File: config.mk
export PLATFORM = sky130hd
export DESIGN_NAME = address_resolution_cache
export DESIGN_NICKNAME = d
export VERILOG_FILES = /design/src/rtl/core/arc_pkg.sv /design/src/rtl/core/arc_ctrl.sv /design/src/rtl/core/arc_dp.sv /design/src/rtl/core/address_resolution_cache.sv
export SDC_FILE = /design/constraint.sdc
export NUM_CORES = 2
export LEC_CHECK = 0
export BUFFER_PORTS_ARGS = -buffer_cell sky130_fd_sc_hd__buf_2
export CAP_MARGIN = 20
export CORE_MARGIN = 2
export CORE_UTILIZATION = 25
export CTS_BUF_LIST = sky130_fd_sc_hd__clkbuf_8
export DETAILED_ROUTE_END_ITERATION = 8
export PLACE_DENSITY = 0.45
export SYNTH_ARGS = -nofsm -noshare
export SYNTH_HDL_FRONTEND = slang
export SYNTH_SLANG_ARGS = --single-unit
File: constraint.sdc
create_clock -name clk -period 9.75 [get_ports clk]
set_input_delay 0 -clock clk [delete_from_list [all_inputs] [get_ports clk]]
set_output_delay 0 -clock clk [all_outputs]
set_load 0.02 [all_outputs]
File: src/rtl/core/arc_pkg.sv
// Shared types, request codes and address checks for the address resolution cache.
// No dependencies; used by arc_ctrl, arc_dp and address_resolution_cache.
package arc_pkg;

	localparam int MODE_W = 2;
	localparam int IP_W = 32;
	localparam int MAC_W = 48;
	localparam int TIME_W = 64;
	localparam int COUNT_W = 5;

	localparam logic [MODE_W-1:0] MODE_UPDATE = 2'd0;
	localparam logic [MODE_W-1:0] MODE_LOOKUP = 2'd1;
	localparam logic [MODE_W-1:0] MODE_EXPIRE = 2'd2;

	localparam logic [7:0] MCAST_FIRST = 8'd224;
	localparam logic [7:0] MCAST_LAST = 8'd239;
	localparam logic [COUNT_W-1:0] COUNT_MAX = 5'd31;

	// controller -> datapath
	typedef struct packed {
		logic load;   // latch request, clear scan trackers
		logic rd_en;  // table read issued this cycle
		logic commit; // write back and present result
	} dp_cmd_t;

	// zero, multicast block and limited broadcast are refused
	function automatic logic ip_usable(input logic [IP_W-1:0] ip);
		logic [7:0] top;
		top = ip[31:24];
		ip_usable = (ip != '0) && !(top >= MCAST_FIRST && top <= MCAST_LAST) && (ip != '1);
	endfunction

	// zero and group addresses are refused
	function automatic logic mac_usable(input logic [MAC_W-1:0] mac);
		mac_usable = !mac[40] && (mac != '0);
	endfunction

endpackage

File: src/rtl/core/arc_ctrl.sv
// Sequencer for the address resolution cache: idle, table scan, drain, commit.
// Depends on arc_pkg (command struct).
module arc_ctrl #(
	parameter int ENTRIES = 16,
	parameter int IDX_W = 4
) (
	input  logic                clk,
	input  logic                arst_n,
	input  logic                start,
	output logic                busy,
	output arc_pkg::dp_cmd_t    cmd,
	output logic [IDX_W-1:0]    rd_addr
);

	localparam logic [1:0] ST_IDLE = 2'd0;
	localparam logic [1:0] ST_SCAN = 2'd1;
	localparam logic [1:0] ST_DRAIN = 2'd2;
	localparam logic [1:0] ST_COMMIT = 2'd3;
	localparam logic [IDX_W-1:0] LAST_IDX = IDX_W'(ENTRIES - 1);

	logic [1:0] state_q;
	logic [IDX_W-1:0] addr_q;

	assign busy = (state_q != ST_IDLE);
	assign rd_addr = addr_q;

	always_comb begin
		cmd.load = (state_q == ST_IDLE) && start;
		cmd.rd_en = (state_q == ST_SCAN);
		cmd.commit = (state_q == ST_COMMIT);
	end

	always_ff @(posedge clk or negedge arst_n) begin
		if (!arst_n) begin
			state_q <= ST_IDLE;
			addr_q <= '0;
		end else begin
			case (state_q)
				ST_IDLE: begin
					addr_q <= '0;
					if (start) begin
						state_q <= ST_SCAN;
					end
				end
				ST_SCAN: begin
					if (addr_q == LAST_IDX) begin
						state_q <= ST_DRAIN;
					end else begin
						addr_q <= addr_q + 1'b1;
					end
				end
				ST_DRAIN: begin
					state_q <= ST_COMMIT;
				end
				ST_COMMIT: begin
					state_q <= ST_IDLE;
				end
				default: begin
					state_q <= ST_IDLE;
				end
			endcase
		end
	end

endmodule

File: src/rtl/core/arc_dp.sv
// Datapath for the address resolution cache: entry memory, valid flags,
// per-entry match/free/oldest/expiry evaluation and result registers. Uses arc_pkg.
module arc_dp #(
	parameter int ENTRIES = 16,
	parameter int IDX_W = 4
) (
	input  logic                              clk,
	input  logic                              arst_n,
	input  arc_pkg::dp_cmd_t                  cmd,
	input  logic [IDX_W-1:0]                  rd_addr,
	input  logic [arc_pkg::TIME_W-1:0]        max_age,
	input  logic [arc_pkg::MODE_W-1:0]        mode,
	input  logic [arc_pkg::IP_W-1:0]          protocol_address,
	input  logic [arc_pkg::MAC_W-1:0]         hardware_address,
	input  logic [arc_pkg::TIME_W-1:0]        now,
	output logic                              done,
	output logic                              success,
	output logic [arc_pkg::MAC_W-1:0]         found_hardware_address,
	output logic [arc_pkg::COUNT_W-1:0]       expired_count
);

	// request
	logic [arc_pkg::MODE_W-1:0] mode_q;
	logic [arc_pkg::IP_W-1:0] ip_q;
	logic [arc_pkg::MAC_W-1:0] mac_q;
	logic [arc_pkg::TIME_W-1:0] now_q;

	// table
	logic [arc_pkg::IP_W-1:0] mem_ip [ENTRIES];
	logic [arc_pkg::MAC_W-1:0] mem_mac [ENTRIES];
	logic [arc_pkg::TIME_W-1:0] mem_ts [ENTRIES];
	logic [ENTRIES-1:0] valid_q;

	// read stage
	logic v_s1;
	logic [IDX_W-1:0] idx_s1;
	logic [arc_pkg::IP_W-1:0] ip_s1;
	logic [arc_pkg::MAC_W-1:0] mac_s1;
	logic [arc_pkg::TIME_W-1:0] ts_s1;

	// scan trackers
	logic match_found_q, free_found_q, oldest_found_q;
	logic [IDX_W-1:0] match_idx_q, free_idx_q, oldest_idx_q;
	logic [arc_pkg::MAC_W-1:0] match_mac_q;
	logic [arc_pkg::TIME_W-1:0] oldest_ts_q;
	logic [arc_pkg::COUNT_W-1:0] count_q;

	logic ip_ok, upd_ok, ent_valid, ent_match, ent_expire, exp_en;
	logic [arc_pkg::TIME_W-1:0] age;
	logic [IDX_W-1:0] target;

	assign ip_ok = arc_pkg::ip_usable(ip_q);
	assign upd_ok = (mode_q == arc_pkg::MODE_UPDATE) && ip_ok && arc_pkg::mac_usable(mac_q);
	assign exp_en = (mode_q == arc_pkg::MODE_EXPIRE) && (max_age != '0);
	assign ent_valid = valid_q[idx_s1];
	assign ent_match = ent_valid && (ip_s1 == ip_q);
	assign age = now_q - ts_s1;
	assign ent_expire = exp_en && ent_valid && (now_q >= ts_s1) && (age >= max_age);

	always_comb begin
		if (match_found_q) begin
			target = match_idx_q;
		end else if (free_found_q) begin
			target = free_idx_q;
		end else if (oldest_found_q) begin
			target = oldest_idx_q;
		end else begin
			target = '0;
		end
	end

	always_ff @(posedge clk) begin
		if (cmd.load) begin
			mode_q <= mode;
			ip_q <= protocol_address;
			mac_q <= hardware_address;
			now_q <= now;
		end
	end

	// entry memory: one write port, one registered read port
	always_ff @(posedge clk) begin
		if (cmd.commit && upd_ok) begin
			mem_ip[target] <= ip_q;
			mem_mac[target] <= mac_q;
			mem_ts[target] <= now_q;
		end
		ip_s1 <= mem_ip[rd_addr];
		mac_s1 <= mem_mac[rd_addr];
		ts_s1 <= mem_ts[rd_addr];
		idx_s1 <= rd_addr;
	end

	always_ff @(posedge clk or negedge arst_n) begin
		if (!arst_n) begin
			valid_q <= '0;
			v_s1 <= 1'b0;
		end else begin
			v_s1 <= cmd.rd_en;
			if (v_s1 && ent_expire) begin
				valid_q[idx_s1] <= 1'b0;
			end
			if (cmd.commit && upd_ok) begin
				valid_q[target] <= 1'b1;
			end
		end
	end

	// first match wins; oldest keeps the lowest index on ties; free keeps the highest
	always_ff @(posedge clk or negedge arst_n) begin
		if (!arst_n) begin
			match_found_q <= 1'b0;
			free_found_q <= 1'b0;
			oldest_found_q <= 1'b0;
			count_q <= '0;
		end else if (cmd.load) begin
			match_found_q <= 1'b0;
			free_found_q <= 1'b0;
			oldest_found_q <= 1'b0;
			count_q <= '0;
		end else if (v_s1) begin
			if (ent_expire && count_q != arc_pkg::COUNT_MAX) begin
				count_q <= count_q + 1'b1;
			end
			if (!match_found_q) begin
				if (ent_match) begin
					match_found_q <= 1'b1;
				end else if (ent_valid) begin
					if (!oldest_found_q || ts_s1 < oldest_ts_q) begin
						oldest_found_q <= 1'b1;
					end
				end else begin
					free_found_q <= 1'b1;
				end
			end
		end
	end

	always_ff @(posedge clk) begin
		if (v_s1 && !match_found_q) begin
			if (ent_match) begin
				match_idx_q <= idx_s1;
				match_mac_q <= mac_s1;
			end else if (ent_valid) begin
				if (!oldest_found_q || ts_s1 < oldest_ts_q) begin
					oldest_idx_q <= idx_s1;
					oldest_ts_q <= ts_s1;
				end
			end else begin
				free_idx_q <= idx_s1;
			end
		end
	end

	always_ff @(posedge clk or negedge arst_n) begin
		if (!arst_n) begin
			done <= 1'b0;
		end else begin
			done <= cmd.commit;
		end
	end

	always_ff @(posedge clk) begin
		if (cmd.commit) begin
			if (mode_q == arc_pkg::MODE_UPDATE) begin
				success <= upd_ok;
				found_hardware_address <= '0;
			end else if (mode_q == arc_pkg::MODE_LOOKUP && ip_ok && match_found_q) begin
				success <= 1'b1;
				found_hardware_address <= match_mac_q;
			end else begin
				success <= 1'b0;
				found_hardware_address <= '0;
			end
			expired_count <= (mode_q == arc_pkg::MODE_EXPIRE) ? count_q : '0;
		end
	end

endmodule

File: src/rtl/core/address_resolution_cache.sv
// Address resolution cache: IPv4 -> Ethernet table with update, lookup, expiry.
// A request walks all table entries, then drains and commits; done follows commit.
// Requests are taken one at a time (busy low), as set by the single table read port
//   walked once per request; start is taken again in the cycle done is high.
// Reset (arst_n low, asynchronous): valid flags cleared, max_age = 0, sequencer idle.
// Results cannot be stalled: each shows for one cycle with done.
module address_resolution_cache #(
	parameter int ENTRIES = 16
) (
	input  logic                          clk,
	input  logic                          arst_n,
	// request channel
	input  logic                          start,
	output logic                          busy,
	input  logic [arc_pkg::MODE_W-1:0]    mode,
	input  logic [arc_pkg::IP_W-1:0]      protocol_address,
	input  logic [arc_pkg::MAC_W-1:0]     hardware_address,
	input  logic [arc_pkg::TIME_W-1:0]    now,
	// result channel
	output logic                          done,
	output logic                          success,
	output logic [arc_pkg::MAC_W-1:0]     found_hardware_address,
	output logic [arc_pkg::COUNT_W-1:0]   expired_count,
	// configuration
	input  logic                          psel,
	input  logic                          penable,
	input  logic                          pwrite,
	input  logic [3:0]                    paddr,
	input  logic [63:0]                   pwdata,
	output logic [63:0]                   prdata,
	output logic                          pready
);

	localparam int IDX_W = (ENTRIES > 1) ? $clog2(ENTRIES) : 1;

	arc_pkg::dp_cmd_t cmd;
	logic [IDX_W-1:0] rd_addr;
	logic [arc_pkg::TIME_W-1:0] max_age_q;
	logic reg_sel;

	// max_age sits at byte 0; paddr[3] selects the (empty) next slot
	assign pready = 1'b1;
	assign reg_sel = !paddr[3];
	assign prdata = reg_sel ? max_age_q : '0;

	always_ff @(posedge clk or negedge arst_n) begin
		if (!arst_n) begin
			max_age_q <= '0;
		end else if (psel && penable && pwrite && pready && reg_sel) begin
			max_age_q <= pwdata;
		end
	end

	// sequencer: walks table addresses, then drains and commits
	arc_ctrl #(
		.ENTRIES(ENTRIES),
		.IDX_W(IDX_W)
	) u_ctrl (
		.clk(clk),
		.arst_n(arst_n),
		.start(start),
		.busy(busy),
		.cmd(cmd),
		.rd_addr(rd_addr)
	);

	// table, per-entry evaluation and result registers
	arc_dp #(
		.ENTRIES(ENTRIES),
		.IDX_W(IDX_W)
	) u_dp (
		.clk(clk),
		.arst_n(arst_n),
		.cmd(cmd),
		.rd_addr(rd_addr),
		.max_age(max_age_q),
		.mode(mode),
		.protocol_address(protocol_address),
		.hardware_address(hardware_address),
		.now(now),
		.done(done),
		.success(success),
		.found_hardware_address(found_hardware_address),
		.expired_count(expired_count)
	);

	// an accepted request keeps the block busy for the next cycle
	a_start_busy: assert property (@(posedge clk) disable iff (!arst_n)
		(start && !busy) |=> busy)
		else $error("accepted request did not raise busy");

	// a result strobe follows a commit cycle only
	a_done_commit: assert property (@(posedge clk) disable iff (!arst_n)
		done |-> $past(cmd.commit))
		else $error("result strobe without commit");

	// successful requests never report expirations
	a_success_count: assert property (@(posedge clk) disable iff (!arst_n)
		(done && success) |-> (expired_count == '0))
		else $error("success together with expired count");

	// no result while a scan is still under way
	a_done_idle: assert property (@(posedge clk) disable iff (!arst_n)
		(busy && cmd.rd_en) |-> !done)
		else $error("result strobe during table scan");

endmodule
==> reports/qor.yml <==
outcome: "complete, no violations"
first_global_vias: 61900
yosys.area.top_type_share_pct: 70.6
numCtsBuffers: 479
avgSynthCellArea_um2: 20.8
cp_max_fo: 17
drt_first_pass_iters: 6
dp.final_hpwl_mm: 179
first_iter_violations: 4671
preCtsSetupSlack_ns: 2.72
holdWs_ns: 0.153
synth_edf_count: 2628
slew_headroom_pct: 17.6
power_density_mw_per_mm2: 262
io_pins: 341
ys_seq_area_share_pct: 75.3
dieArea_mm2: 0.453
yosysMostFrequentCell: "edfxtp_1"
crit_type: "flip-flop to flip-flop"
min_period_ns: 7.01
peakVddDrop_mv: 0.197
clock_path_buffers: 4
fin_skew_ns: 0.131
die_x_um: 673
synthTopCellsByCount: "edfxtp_1 (2,628), mux4_2 (708), inv_1 (218), ha_1 (198), clkbuf_1 (158)"
cp.arrival_ns: 8.07
p_total_mw: 35.6
grt_pass1_wl_mm: 460
drive_gt1_share_pct: 27.4
tightestPinTransition_ns: 1.24
cts_root_buffer: "clkbuf_8"
synthFlopType: "edfxtp_1"
grt_max_degree: 135
port_buffers: 336
finalHoldViolations: 0
synthesis.nets: 5801
start_util_pct: 25.1
syn2layout_area_growth_pct: 21.6
gp_congestion: 0.814
grt-ovfl-total: 0
core_mm2: 0.445
tns_ns: 0
avgRoutedWirePerCell_um: 25.2
cts.sinks: 2872
grtUsageTotal_pct: 14.1
fin_crit_sh_pct: 71.9
h-tree-depth: 5
synthTopCellsByArea: "edfxtp_1 (71%), mux4_2 (14%), dfxtp_1 (2.6%), ha_1 (2.2%), dfrtp_1 (2.1%)"
clock_latency_ns: 1.15
synth_warnings: 0
cts_tree: "done"
setup_viol: 0
hp-class: "primary input to flip-flop"
wl_mm: 326
power.leakage_nw: 45.4
rows: 245
netlist_area_mm2: 0.112
vias: 57600
synth_cell_types: 87
start_kind: "flip-flop"
final_nets: 7016
synth-async-reset-ratio_pct: 3.34
finalMaxSlewViolations: 0
cp.required_ns: 10.82
antenna_found_initial: 30
synth_top_area_cell: "edfxtp_1"
rsz0062_at_grt: "false"
viasPerCell: 4.45
drv_cap: 0
max_freq_ghz: 0.143
die_y_um: 673
syn_inst: 5382
ant_nets: 0
synth-seq-cells: 2872
endpoint_kind: "flip-flop"
fin_ws_ns: 2.74
drc_errors: 0
path_clk_slew_ns: 0.06
[per-stage QoR]
step                std cells  util, %  cell area, um^2
global placement        11500     27.2           121000
global route            12900     30.5           136000
detailed placement      11500     27.2           121000
floorplan                5382        -           112000
CTS                     12900     30.5           136000
finish                  12900     30.5           136000
[report_power, final]
group	leakage (nW)	internal, mW	switching (mW)
Clock	5.59	5.46	5.03
Sequential	26.1	14.7	1.00
Combinational	13.7	4.27	5.13
Total	45.4	24.4	11.2
[path summary, 6_finish.rpt]
check	endpoint	cells after the start	slack, ns	from
setup / recovery	u_dp.count_q[3]$_DFFE_PN0P_	23	2.74	u_dp.now_q[0]$_DFFE_PP_
hold / removal	u_dp.mac_q[37]$_DFFE_PP_	3	0.15	hardware_address[37]
setup reg to reg	u_dp.count_q[3]$_DFFE_PN0P_	23	2.74	u_dp.now_q[0]$_DFFE_PP_
hold reg to reg	u_dp.match_mac_q[30]$_DFFE_PP_	0	0.37	u_dp.mac_s1[30]$_DFF_P_
max in group asynchronous	u_ctrl.rd_addr[1]$_DFFE_PN0P_	5	8.32	arst_n
min in group asynchronous	max_age_q[42]$_DFFE_PN0P_	5	0.52	arst_n
[kinds of logic after synthesis]
kind of cell	count (synthesis)	share of synthesized area, %
flops	2872	75.3
mux	789	15.1
simple gates	564	2.64
buf+inv	440	1.52
compound gates	426	2.50
fa+ha+maj	199	2.23
xor+xnor	91	0.713
other cells	1	0.00335
[routing by layer]
layer	routed length (um)	GRT usage, %
met2	160000	23.8
met4	8300	3.86
met3	14300	2.10
met1	144000	18.8
met5	54	0
[worst max-delay path, stage by stage (launching register included)]
cell and delay (ns):
edfxtp_1 0.60, inv_1 0.20, ha_1 0.21, inv_1 0.07, fa_1 0.43, a211oi_1 0.23, o21bai_1 0.17, o21ai_2 0.27
o211ai_1 0.27, a2111o_1 0.56, a41oi_2 0.30, o21ai_2 0.14, a211oi_1 0.27, a211oi_1 0.09, ha_1 0.31, nand4_1 0.09
nor2_1 0.23, nand2_1 0.08, nor3_1 0.40, nand3_1 0.14, a21oi_1 0.81, o21ai_0 0.44, or4_1 0.51, a21oi_1 0.15
[repair_timing]
action | in CTS | in global routing
setup endpoints to repair | 0 | 0
setup buffers | 0 | 0
hold buffers | 511 | 0
endpoints found under the hold margin | 322 | 0
resized for setup | 0 | 0
[final cells by class]
class                      instances  area [um^2]
fill                           43300       309000
sequential                      2872        84300
multi-input combinational       2070        26100
timing repair buffer             955         7840
clock buffer                     562         7730
tap                             5928         7420
clock inverter                   336         1810
inverter                         219          830
antenna                            3         7.51
[cell usage in the layout (no fill, tap or decap), drive strengths merged, types with 40 or more instances in the layout]
cell and instances:
nor4 56, clkbuf 562, edfxtp 2628, xnor2 40, buf 445, and2 57, dfrtp 96, inv 428
nand2 87, mux2 64, nand4 68, a21o 83, clkinv 110, nor2 157, a21oi 146, o21ai 68
ha 198, dfxtp 148, xor2 51, dlygate4sd3 510, mux4 708
[state kept, by name, indices dropped and copies added, names as in the netlist, 48 cells and up]
register                     flops
u_dp.ts_s1                      64
u_dp.mem_ts                   1024
u_dp.oldest_ts_q                64
u_dp.mem_ip                    512
max_age_q                       64
u_dp.now_q                      64
u_dp.mem_mac                   768
u_dp.mac_q                      48
u_dp.mac_s1                     48
u_dp.found_hardware_address     48
u_dp.match_mac_q                48
(Power assumes the default switching activity.)
